<file path="src/rtl/core/sdd_pkg.sv">
// Package for the card deck block: slot geometry, field widths, operation codes
// and the structs passed between the deck submodules.
// No dependencies.
package sdd_pkg;

    localparam int DECK_SLOTS = 64;
    localparam int SLOT_W     = $clog2(DECK_SLOTS);
    localparam int LPOS_W     = $clog2(DECK_SLOTS + 1);
    localparam int DVS_W      = SLOT_W + 1;
    localparam int CARD_W     = 10;
    localparam int RND_W      = 31;
    localparam int RCNT_W     = $clog2(RND_W);
    localparam int OP_W       = 2;

    // Draw search: slots in groups of eight; the first full group is picked, then the first full slot in it
    localparam int SRCH_GRP   = 8;
    localparam int SRCH_BIT_W = 3;
    localparam int SRCH_NGRP  = (DECK_SLOTS + SRCH_GRP - 1) / SRCH_GRP;
    localparam int SRCH_GRP_W = (SRCH_NGRP > 1) ? $clog2(SRCH_NGRP) : 1;

    localparam logic [SLOT_W-1:0] LAST_SLOT = SLOT_W'(DECK_SLOTS - 1);
    localparam logic [LPOS_W-1:0] LOAD_END  = LPOS_W'(DECK_SLOTS);

    typedef enum logic [OP_W-1:0] {
        OP_CLEAR   = 2'd0,
        OP_LOAD    = 2'd1,
        OP_SHUFFLE = 2'd2,
        OP_DRAW    = 2'd3
    } t_op;

    typedef struct packed {
        logic              en;
        logic [SLOT_W-1:0] addr;
        logic [CARD_W-1:0] data;
    } t_mem_wr;

    typedef struct packed {
        logic              valid;
        logic              found;
        logic [SLOT_W-1:0] idx;
    } t_srch_res;

endpackage

</file>
<file path="src/rtl/core/shuffle_and_draw_deck.sv">
// Card deck engine: a 64-slot store of card indices with a full mark per slot,
// loaded in order, shuffled in place and drawn from the lowest full slot.
// Depends on sdd_pkg, sdd_card_mem, sdd_mod_unit and sdd_draw_search.
//
// One beat in, one beat out, one operation at a time. The operation code rides
// in s_axis_tuser; card index and random word ride in s_axis_tdata. Clear and
// load go from the accept straight to the result. A draw runs through the
// accept, a three-stage first-full-slot search, one card memory read, then the
// result. A shuffle step runs through the accept, the bit-serial remainder of
// the 31-bit random word by i+1, the read-read-write-write swap through the
// card memory, then the result. The result beat is held in an output register,
// so the next operation is accepted while the previous result still waits;
// completion stalls only if that register is still occupied. Full marks live
// in flip-flops and clear at once on reset or a clear operation, so no
// clearing pass is needed. Card indices of never-loaded slots are undefined,
// but they are never returned because a draw only takes full slots.
module shuffle_and_draw_deck
    import sdd_pkg::*;
(
    input  logic        i_clk,
    input  logic        i_rst_n,
    input  logic        s_axis_tvalid,
    output logic        s_axis_tready,
    input  logic [47:0] s_axis_tdata,   // [9:0] card_index, [40:10] random_word, rest zero
    input  logic [1:0]  s_axis_tuser,   // [1:0] operation
    output logic        m_axis_tvalid,
    input  logic        m_axis_tready,
    output logic [15:0] m_axis_tdata,   // [9:0] drawn_card, rest zero
    output logic [2:0]  m_axis_tuser    // [0] card_found, [1] shuffle_done, [2] load_dropped
);

    typedef enum logic [7:0] {
        ST_IDLE = 8'b0000_0001,
        ST_DIV  = 8'b0000_0010,
        ST_RDI  = 8'b0000_0100,
        ST_RDJ  = 8'b0000_1000,
        ST_WRI  = 8'b0001_0000,
        ST_WRJ  = 8'b0010_0000,
        ST_SRCH = 8'b0100_0000,
        ST_OUT  = 8'b1000_0000
    } t_state;

    t_state r_state, n_state;

    logic                  s_acc;
    t_op                   in_op;
    logic [CARD_W-1:0]     in_card;
    logic [RND_W-1:0]      in_rnd;

    logic [DECK_SLOTS-1:0] r_full;
    logic [DECK_SLOTS-1:0] n_full;
    logic [LPOS_W-1:0]     r_load_pos;
    logic [SLOT_W-1:0]     r_shuf_pos;
    logic [SLOT_W-1:0]     r_i;
    logic [SLOT_W-1:0]     r_j;
    logic [CARD_W-1:0]     r_card_i;
    logic                  r_draw_rd;
    logic [SLOT_W-1:0]     i_eff;
    logic [SLOT_W-1:0]     i_next;

    logic [CARD_W-1:0]     r_res_card;
    logic                  r_res_found;
    logic                  r_res_done;
    logic                  r_res_drop;

    logic                  r_m_valid;
    logic [CARD_W-1:0]     r_m_card;
    logic [2:0]            r_m_flags;
    logic                  out_load;

    t_mem_wr               mem_wr;
    logic [SLOT_W-1:0]     mem_rd_addr;
    logic [CARD_W-1:0]     mem_rd_data;

    logic                  mod_start;
    logic                  mod_done;
    logic [SLOT_W-1:0]     mod_rem;

    logic                  srch_start;
    t_srch_res             srch_res;

    // Unpack the input beat
    assign in_op   = t_op'(s_axis_tuser);
    assign in_card = s_axis_tdata[CARD_W-1:0];
    assign in_rnd  = s_axis_tdata[CARD_W +: RND_W];

    assign s_axis_tready = (r_state == ST_IDLE);
    assign s_acc         = s_axis_tvalid && s_axis_tready;
    assign out_load      = (r_state == ST_OUT) && (!r_m_valid || m_axis_tready);

    // Shuffle index: fall back to the last slot if it ever sits out of range
    assign i_eff  = (r_shuf_pos == '0 || r_shuf_pos > LAST_SLOT) ? LAST_SLOT : r_shuf_pos;
    assign i_next = r_i - 1'b1;

    assign mod_start  = s_acc && (in_op == OP_SHUFFLE);
    assign srch_start = s_acc && (in_op == OP_DRAW);

    // Card memory port selection: load writes on accept, the swap writes i then j
    always_comb begin
        mem_wr      = '0;
        mem_rd_addr = r_i;
        unique case (r_state)
            ST_IDLE: begin
                mem_wr.en   = s_acc && (in_op == OP_LOAD) && (r_load_pos < LOAD_END);
                mem_wr.addr = r_load_pos[SLOT_W-1:0];
                mem_wr.data = in_card;
            end
            ST_RDI: begin
                mem_rd_addr = r_i;
            end
            ST_RDJ: begin
                mem_rd_addr = r_j;
            end
            ST_WRI: begin
                mem_wr.en   = 1'b1;
                mem_wr.addr = r_i;
                mem_wr.data = mem_rd_data;
            end
            ST_WRJ: begin
                mem_wr.en   = 1'b1;
                mem_wr.addr = r_j;
                mem_wr.data = r_card_i;
            end
            ST_SRCH: begin
                mem_rd_addr = srch_res.idx;
            end
            default: begin
                mem_rd_addr = r_i;
            end
        endcase
    end

    always_comb begin
        n_state = r_state;
        unique case (r_state)
            ST_IDLE: begin
                if (s_acc) begin
                    unique case (in_op)
                        OP_SHUFFLE: n_state = ST_DIV;
                        OP_DRAW:    n_state = ST_SRCH;
                        default:    n_state = ST_OUT;
                    endcase
                end
            end
            ST_DIV:  if (mod_done) n_state = ST_RDI;
            ST_RDI:  n_state = ST_RDJ;
            ST_RDJ:  n_state = ST_WRI;
            ST_WRI:  n_state = ST_WRJ;
            ST_WRJ:  n_state = ST_OUT;
            ST_SRCH: if (srch_res.valid) n_state = ST_OUT;
            ST_OUT:  if (out_load) n_state = ST_IDLE;
            default: n_state = ST_IDLE;
        endcase
    end

    // Next full marks: clear, load, swap and draw never fall in the same cycle
    always_comb begin
        n_full = r_full;
        if (s_acc && in_op == OP_CLEAR) begin
            n_full = '0;
        end
        if (mem_wr.en && r_state == ST_IDLE) begin
            n_full[mem_wr.addr] = 1'b1;
        end
        // Swap the full marks together with the cards
        if (r_state == ST_WRI) begin
            n_full[r_i] = r_full[r_j];
            n_full[r_j] = r_full[r_i];
        end
        // Empty the drawn slot once the search reports it
        if (r_state == ST_SRCH && srch_res.valid && srch_res.found) begin
            n_full[srch_res.idx] = 1'b0;
        end
    end

    // Control state: FSM, full marks, load and shuffle positions, output valid
    always_ff @(posedge i_clk) begin
        if (!i_rst_n) begin
            r_state    <= ST_IDLE;
            r_full     <= '0;
            r_load_pos <= '0;
            r_shuf_pos <= LAST_SLOT;
            r_m_valid  <= 1'b0;
            r_draw_rd  <= 1'b0;
        end else begin
            r_state   <= n_state;
            r_full    <= n_full;
            r_draw_rd <= 1'b0;
            if (s_acc && in_op == OP_CLEAR) begin
                r_load_pos <= '0;
                r_shuf_pos <= LAST_SLOT;
            end
            if (mem_wr.en && r_state == ST_IDLE) begin
                r_load_pos <= r_load_pos + 1'b1;
            end
            if (r_state == ST_WRJ) begin
                r_shuf_pos <= (i_next == '0) ? LAST_SLOT : i_next;
            end
            // Fetch the drawn card once the search reports it
            if (r_state == ST_SRCH && srch_res.valid && srch_res.found) begin
                r_draw_rd <= 1'b1;
            end
            if (out_load) begin
                r_m_valid <= 1'b1;
            end else if (m_axis_tready) begin
                r_m_valid <= 1'b0;
            end
        end
    end

    // Payload: swap operands and the result under construction
    always_ff @(posedge i_clk) begin
        if (s_acc) begin
            r_i         <= i_eff;
            r_res_card  <= '0;
            r_res_found <= 1'b0;
            r_res_done  <= 1'b0;
            r_res_drop  <= (in_op == OP_LOAD) && (r_load_pos >= LOAD_END);
        end
        if (r_state == ST_DIV && mod_done) begin
            r_j <= mod_rem;
        end
        if (r_state == ST_RDJ) begin
            r_card_i <= mem_rd_data;
        end
        if (r_state == ST_WRJ) begin
            r_res_done <= (i_next == '0);
        end
        if (r_state == ST_SRCH && srch_res.valid) begin
            r_res_found <= srch_res.found;
        end
        // Drawn card arrives in the cycle after the search reports it, while in ST_OUT
        if (r_draw_rd) begin
            r_res_card <= mem_rd_data;
        end
        if (out_load) begin
            r_m_card  <= r_draw_rd ? mem_rd_data : r_res_card;
            r_m_flags <= {r_res_drop, r_res_done, r_res_found};
        end
    end

    assign m_axis_tvalid = r_m_valid;
    assign m_axis_tdata  = {{(16 - CARD_W){1'b0}}, r_m_card};
    assign m_axis_tuser  = r_m_flags;

    sdd_card_mem u_card_mem (
        .i_clk     (i_clk),
        .i_wr      (mem_wr),
        .i_rd_addr (mem_rd_addr),
        .o_rd_data (mem_rd_data)
    );

    sdd_mod_unit u_mod_unit (
        .i_clk      (i_clk),
        .i_rst_n    (i_rst_n),
        .i_start    (mod_start),
        .i_dividend (in_rnd),
        .i_divisor  (DVS_W'({1'b0, i_eff}) + 1'b1),
        .o_done     (mod_done),
        .o_rem      (mod_rem)
    );

    sdd_draw_search u_draw_search (
        .i_clk   (i_clk),
        .i_rst_n (i_rst_n),
        .i_start (srch_start),
        .i_full  (r_full),
        .o_res   (srch_res)
    );

endmodule

</file>
<file path="src/rtl/core/sdd_card_mem.sv">
// Card index store: one write port, one read port, registered read data.
// Depends on sdd_pkg.
module sdd_card_mem
    import sdd_pkg::*;
(
    input  logic              i_clk,
    input  t_mem_wr           i_wr,
    input  logic [SLOT_W-1:0] i_rd_addr,
    output logic [CARD_W-1:0] o_rd_data
);

    logic [CARD_W-1:0] r_mem [DECK_SLOTS];
    logic [CARD_W-1:0] r_rd_data;

    always_ff @(posedge i_clk) begin
        if (i_wr.en) begin
            r_mem[i_wr.addr] <= i_wr.data;
        end
        r_rd_data <= r_mem[i_rd_addr];
    end

    assign o_rd_data = r_rd_data;

endmodule

</file>
<file path="src/rtl/core/sdd_mod_unit.sv">
// Iterative remainder unit: random word modulo a small divisor, one
// dividend bit per cycle (restoring). Depends on sdd_pkg.
module sdd_mod_unit
    import sdd_pkg::*;
(
    input  logic              i_clk,
    input  logic              i_rst_n,
    input  logic              i_start,
    input  logic [RND_W-1:0]  i_dividend,
    input  logic [DVS_W-1:0]  i_divisor,
    output logic              o_done,
    output logic [SLOT_W-1:0] o_rem
);

    logic              r_busy;
    logic              r_done;
    logic [RCNT_W-1:0] r_cnt;
    logic [RND_W-1:0]  r_dvd;
    logic [DVS_W-1:0]  r_dvs;
    logic [DVS_W-1:0]  r_rem;
    logic [DVS_W:0]    shifted;
    logic [DVS_W-1:0]  n_rem;

    always_comb begin
        shifted = {r_rem, r_dvd[RND_W-1]};
        if (shifted >= {1'b0, r_dvs}) begin
            n_rem = DVS_W'(shifted - {1'b0, r_dvs});
        end else begin
            n_rem = DVS_W'(shifted);
        end
    end

    always_ff @(posedge i_clk) begin
        if (!i_rst_n) begin
            r_busy <= 1'b0;
            r_done <= 1'b0;
        end else begin
            r_done <= 1'b0;
            if (i_start) begin
                r_busy <= 1'b1;
            end else if (r_busy && r_cnt == '0) begin
                r_busy <= 1'b0;
                r_done <= 1'b1;
            end
        end
    end

    always_ff @(posedge i_clk) begin
        if (i_start) begin
            r_cnt <= RCNT_W'(RND_W - 1);
            r_dvd <= i_dividend;
            r_dvs <= i_divisor;
            r_rem <= '0;
        end else if (r_busy) begin
            r_cnt <= r_cnt - 1'b1;
            r_dvd <= {r_dvd[RND_W-2:0], 1'b0};
            r_rem <= n_rem;
        end
    end

    assign o_done = r_done;
    assign o_rem  = r_rem[SLOT_W-1:0];

endmodule

</file>
<file path="src/rtl/core/sdd_draw_search.sv">
// First-full-slot search over the full marks, three registered stages:
// group any-bits, first group, first slot in that group. Depends on sdd_pkg.
module sdd_draw_search
    import sdd_pkg::*;
(
    input  logic                  i_clk,
    input  logic                  i_rst_n,
    input  logic                  i_start,
    input  logic [DECK_SLOTS-1:0] i_full,
    output t_srch_res             o_res
);

    logic [SRCH_NGRP*SRCH_GRP-1:0] pad;
    logic [SRCH_NGRP-1:0]          grp_any;
    logic [SRCH_NGRP-1:0]          r_grp_any;
    logic [SRCH_GRP_W-1:0]         first_grp;
    logic [SRCH_GRP_W-1:0]         r_grp;
    logic                          r_any;
    logic [SRCH_GRP-1:0]           grp_bits;
    logic [SRCH_BIT_W-1:0]         first_bit;
    logic [2:0]                    r_stage;
    logic                          r_found;
    logic [SLOT_W-1:0]             r_idx;

    always_comb begin
        pad = '0;
        pad[DECK_SLOTS-1:0] = i_full;
        for (int g = 0; g < SRCH_NGRP; g++) begin
            grp_any[g] = |pad[g*SRCH_GRP +: SRCH_GRP];
        end
        first_grp = '0;
        for (int g = SRCH_NGRP - 1; g >= 0; g--) begin
            if (r_grp_any[g]) begin
                first_grp = SRCH_GRP_W'(g);
            end
        end
        grp_bits  = pad[r_grp*SRCH_GRP +: SRCH_GRP];
        first_bit = '0;
        for (int b = SRCH_GRP - 1; b >= 0; b--) begin
            if (grp_bits[b]) begin
                first_bit = SRCH_BIT_W'(b);
            end
        end
    end

    always_ff @(posedge i_clk) begin
        if (!i_rst_n) begin
            r_stage <= '0;
        end else begin
            r_stage <= {r_stage[1:0], i_start};
        end
    end

    always_ff @(posedge i_clk) begin
        r_grp_any <= grp_any;
        r_grp     <= first_grp;
        r_any     <= |r_grp_any;
        r_found   <= r_any;
        r_idx     <= SLOT_W'({r_grp, first_bit});
    end

    assign o_res.valid = r_stage[2];
    assign o_res.found = r_found;
    assign o_res.idx   = r_idx;

endmodule

</file>
<file path="config.mk">
export PLATFORM = sky130hd
export DESIGN_NAME = shuffle_and_draw_deck
export DESIGN_NICKNAME = d
export VERILOG_FILES = /design/src/rtl/core/sdd_pkg.sv /design/src/rtl/core/shuffle_and_draw_deck.sv /design/src/rtl/core/sdd_card_mem.sv /design/src/rtl/core/sdd_mod_unit.sv /design/src/rtl/core/sdd_draw_search.sv
export SDC_FILE = /design/constraint.sdc
export NUM_CORES = 2
export LEC_CHECK = 0
export ABC_AREA = 0
export CORE_ASPECT_RATIO = 1.1
export CORE_MARGIN = 10
export CORE_UTILIZATION = 40
export CTS_BUF_LIST = sky130_fd_sc_hd__clkbuf_8
export DETAILED_ROUTE_END_ITERATION = 8
export DONT_BUFFER_PORTS = 1
export PLACE_DENSITY = 0.54
export SLEW_MARGIN = 30
export SYNTH_ARGS = -nofsm -noshare
export SYNTH_HDL_FRONTEND = slang
export SYNTH_SLANG_ARGS = --single-unit
</file>
<file path="constraint.sdc">
create_clock -name i_clk -period 4 [get_ports i_clk]
set_clock_uncertainty 0.2 [all_clocks]
set_input_delay 0.4 -clock i_clk [delete_from_list [all_inputs] [get_ports i_clk]]
set_output_delay 0.4 -clock i_clk [all_outputs]
set_load 0.01 [all_outputs]
</file>
==> flow_summary.yaml <==
setup_path:
  cp_data_required_time_ps: 4570
  critPathKind: "reg -> reg"
  crit_fanout: 39
  arrival_ps: 4360
  endpoint_kind: "flop"
  start_kind: "flop"
clocking:
  cts_buffer_depth: 3
  cts_buffers: 143
  cts-resized-gates: 0
  htree_levels: 4
  path_clk_slew_ps: 60
  cts-root-buf: "clkbuf_8"
  cts_tree: "yes"
  cts.sink_count: 859
  clock_latency_ps: 840
logic_synthesis:
  synth-edff-count: 726
  syn_area_um2: 38430
  ys_warn_count: 0
  ys_types: 77
  synth-async-reset-ratio: 0
  synth-seq-area-share: 0.6366
  syn-instance-count: 3343
  ys_ff_latch: 859
  avgSynthCellArea_um2: 11.50
  ys.flop_type: "edfxtp_1"
global_route:
  grtUsageMet1: 0.2977
  grt_pass1_wl_um: 187000
  grt_busiest_layer: "met2"
  grt_pass1_vias: 28276
  antenna_found_initial: 5
  grt_usage: 0.2290
  grt-ovfl-total: 0
  grt_max_degree: 91
  met2_usage: 0.3635
  met3_usage: 0.04684
floorplan:
  die_w_um: 315.5
  die_h_um: 345.1
  start_util: 0.4020
  die_area_um2: 108900
  core_area_um2: 95590
  ios: 75
  rows: 119
power:
  powerDensity_nw_per_um2: 478.7
  peakVddDrop_uv: 513.8
  leakagePower_nw: 15.33
placement:
  hpwl_um: 83540
  dp_cells: 4657
  io_buffers: 0
  postPlaceCellArea_um2: 41760
  gp_congestion: 0.9955
sta:
  tns_ps: 0
  fmax_ghz: 0.2642
  setup-violations-final: 0
  slew_violations: 0
  tightest_slew_ps: 934.9
  max_slew_margin: 0.3767
  finalCriticalPeriod_ps: 3786
  final.period_utilization: 0.9464
  rsz0062_at_grt: "false"
  hold_violations: 0
  hold_slack_ps: 95.41
detailed_routing:
  wirelength_um: 128400
  vias_per_cell: 5.882
  drcViolationCount: 0
  drt_iter0_drc: 3444
  first_pass_iters: 6
  postRouteAntennaNets: 0
  wl_per_cell_um: 25.88
  vias: 29180
layout:
  fin_area_um2: 44970
  nets: 3648
  stdcell_count: 4961
  final_cell_mix: "nand2_1 (792), edfxtp_1 (726), buf_4 (238)"
  nFillCells: 8696
  drive_gt1_frac: 0.1529
  area_growth_pct: 17.02
  final_common_cell: "nand2_1"
  fin_util: 0.4704
worst_hold_path:
  hold_class: "in -> reg"
run:
  cap_violations: 0
outcome:
  outcome: "finished clean"
-- power by group --
| group | switching [mW] | internal (mW) |
|---|---|---|
| sequential | 0.154 | 10.8 |
| combinational | 2.21 | 0.877 |
| clock | 3.61 | 3.82 |
-- registers in the layout, indices dropped and copies added, names as in the netlist, 5 cells and up --
name	flops
r_res_card	10
u_mod_unit.r_rem	7
u_draw_search.r_idx	6
r_j	6
r_full	64
u_card_mem.r_mem	640
u_mod_unit.r_dvd	31
u_draw_search.r_grp_any	8
r_i	6
r_state	8
r_card_i	10
r_shuf_pos	6
r_m_card	10
u_card_mem.o_rd_data	10
u_mod_unit.r_cnt	5
u_mod_unit.r_dvs	7
r_load_pos	7
-- final timing paths --
| kind | end | slack, ps | start | cells after the start |
|---|---|---|---|---|
| min | u_mod_unit.r_dvd[19]$_DFFE_PP_ | 100 | s_axis_tdata[29] | 3 |
| min reg2reg | u_draw_search.r_found$_DFF_P_ | 140 | u_draw_search.r_any$_DFF_P_ | 0 |
| max | u_card_mem.o_rd_data[4]$_DFF_P_ | 210 | r_state[0]$_SDFFE_PN1P_ | 12 |
| max reg2reg | u_card_mem.o_rd_data[4]$_DFF_P_ | 210 | r_state[0]$_SDFFE_PN1P_ | 12 |
-- timing repair --
| action | in CTS | in global routing |
|---|---|---|
| setup buffers | 0 | 0 |
| hold endpoints to repair | 474 | 0 |
| hold buffers | 48 | 0 |
-- stage by stage --
step                      power (mW)  setup slack (ps)
after global routing           22.40             60.02
after CTS                      21.73             223.9
final                          21.53             214.3
after detailed placement       14.23             222.1
after global placement         14.12             264.8
after floorplan                12.78             376.9
-- layer usage --
metal,vias up,part of all wire,routed length [um]
met5,-,0.000093,12
met4,2,0.046,5872
met3,314,0.075,9638
met2,1379,0.47,60520
met1,14443,0.41,52330
li1,13042,-,-
-- synth_stat cells (all sizes together), types with 3 or more instances --
cell / n / share of area
nand2: 799 / 0.078
edfxtp: 726 / 0.57
clkbuf: 172 / 0.017
nand3: 150 / 0.020
nor2: 134 / 0.013
dfxtp: 133 / 0.069
a21oi: 123 / 0.016
o21ai: 120 / 0.016
mux2i: 114 / 0.030
o22ai: 90 / 0.015
a31oi: 66 / 0.011
buf: 66 / 0.0086
nor4: 66 / 0.012
a211oi: 64 / 0.013
a32oi: 64 / 0.015
a22oi: 37 / 0.0072
inv: 37 / 0.0036
a22o: 35 / 0.0080
mux2: 33 / 0.0097
a221oi: 30 / 0.0072
and2: 24 / 0.0039
mux4: 24 / 0.014
nor3: 24 / 0.0039
nor2b: 19 / 0.0031
and3: 18 / 0.0029
nand2b: 17 / 0.0028
ha: 13 / 0.0042
a221o: 11 / 0.0029
o211ai: 11 / 0.0021
nand3b: 9 / 0.0018
or2: 9 / 0.0015
a21boi: 8 / 0.0016
and3b: 8 / 0.0018
nor3b: 8 / 0.0016
xnor2: 8 / 0.0018
nand4: 7 / 0.0011
or3: 7 / 0.0011
or4: 7 / 0.0015
xor2: 7 / 0.0016
a222oi: 6 / 0.0016
nor4b: 4 / 0.00091
o31ai: 4 / 0.00078
o211a: 3 / 0.00078
o221ai: 3 / 0.00068
-- cells by family (layout without fill, tap and decap cells) --
group / Yosys count / in the layout / synth area share
and+or+nand+nor: 1318 / 1318 / 0.1523
DFF: 859 / 859 / 0.6366
AOI/OAI and AO/OA: 690 / 690 / 0.1204
buffers and inverters: 275 / 615 / 0.02901
muxes: 171 / 171 / 0.05343
xor gates and xnor gates: 15 / 15 / 0.003419
adders and majority gates: 14 / 14 / 0.004754
other: 1 / 9 / 0.00009758
-- critical path, cell delays in order, from the launching register on --
cell	delay (ps)
dfxtp_1	490
nor4_2	90
buf_4	190
nand2_1	170
inv_2	110
o311ai_4	720
buf_12	300
nand2_1	90
a32oi_1	340
a31oi_1	160
nor4_1	480
buf_4	230
mux2_2	150
-- final cells by class --
class                           instances  area [um2]  area share
Sequential cell                       859       24460      0.5440
Multi-Input combinational cell       2214       13010      0.2893
Clock inverter                        103       630.6     0.01402
Timing Repair Buffer                  325        3065     0.06817
Antenna cell                            3       7.507   0.0001669
Inverter                               37       138.9    0.003088
Clock buffer                          150        2064     0.04591
Tap cell                             1270        1589     0.03534
Power figures use the tool's default switching activity.
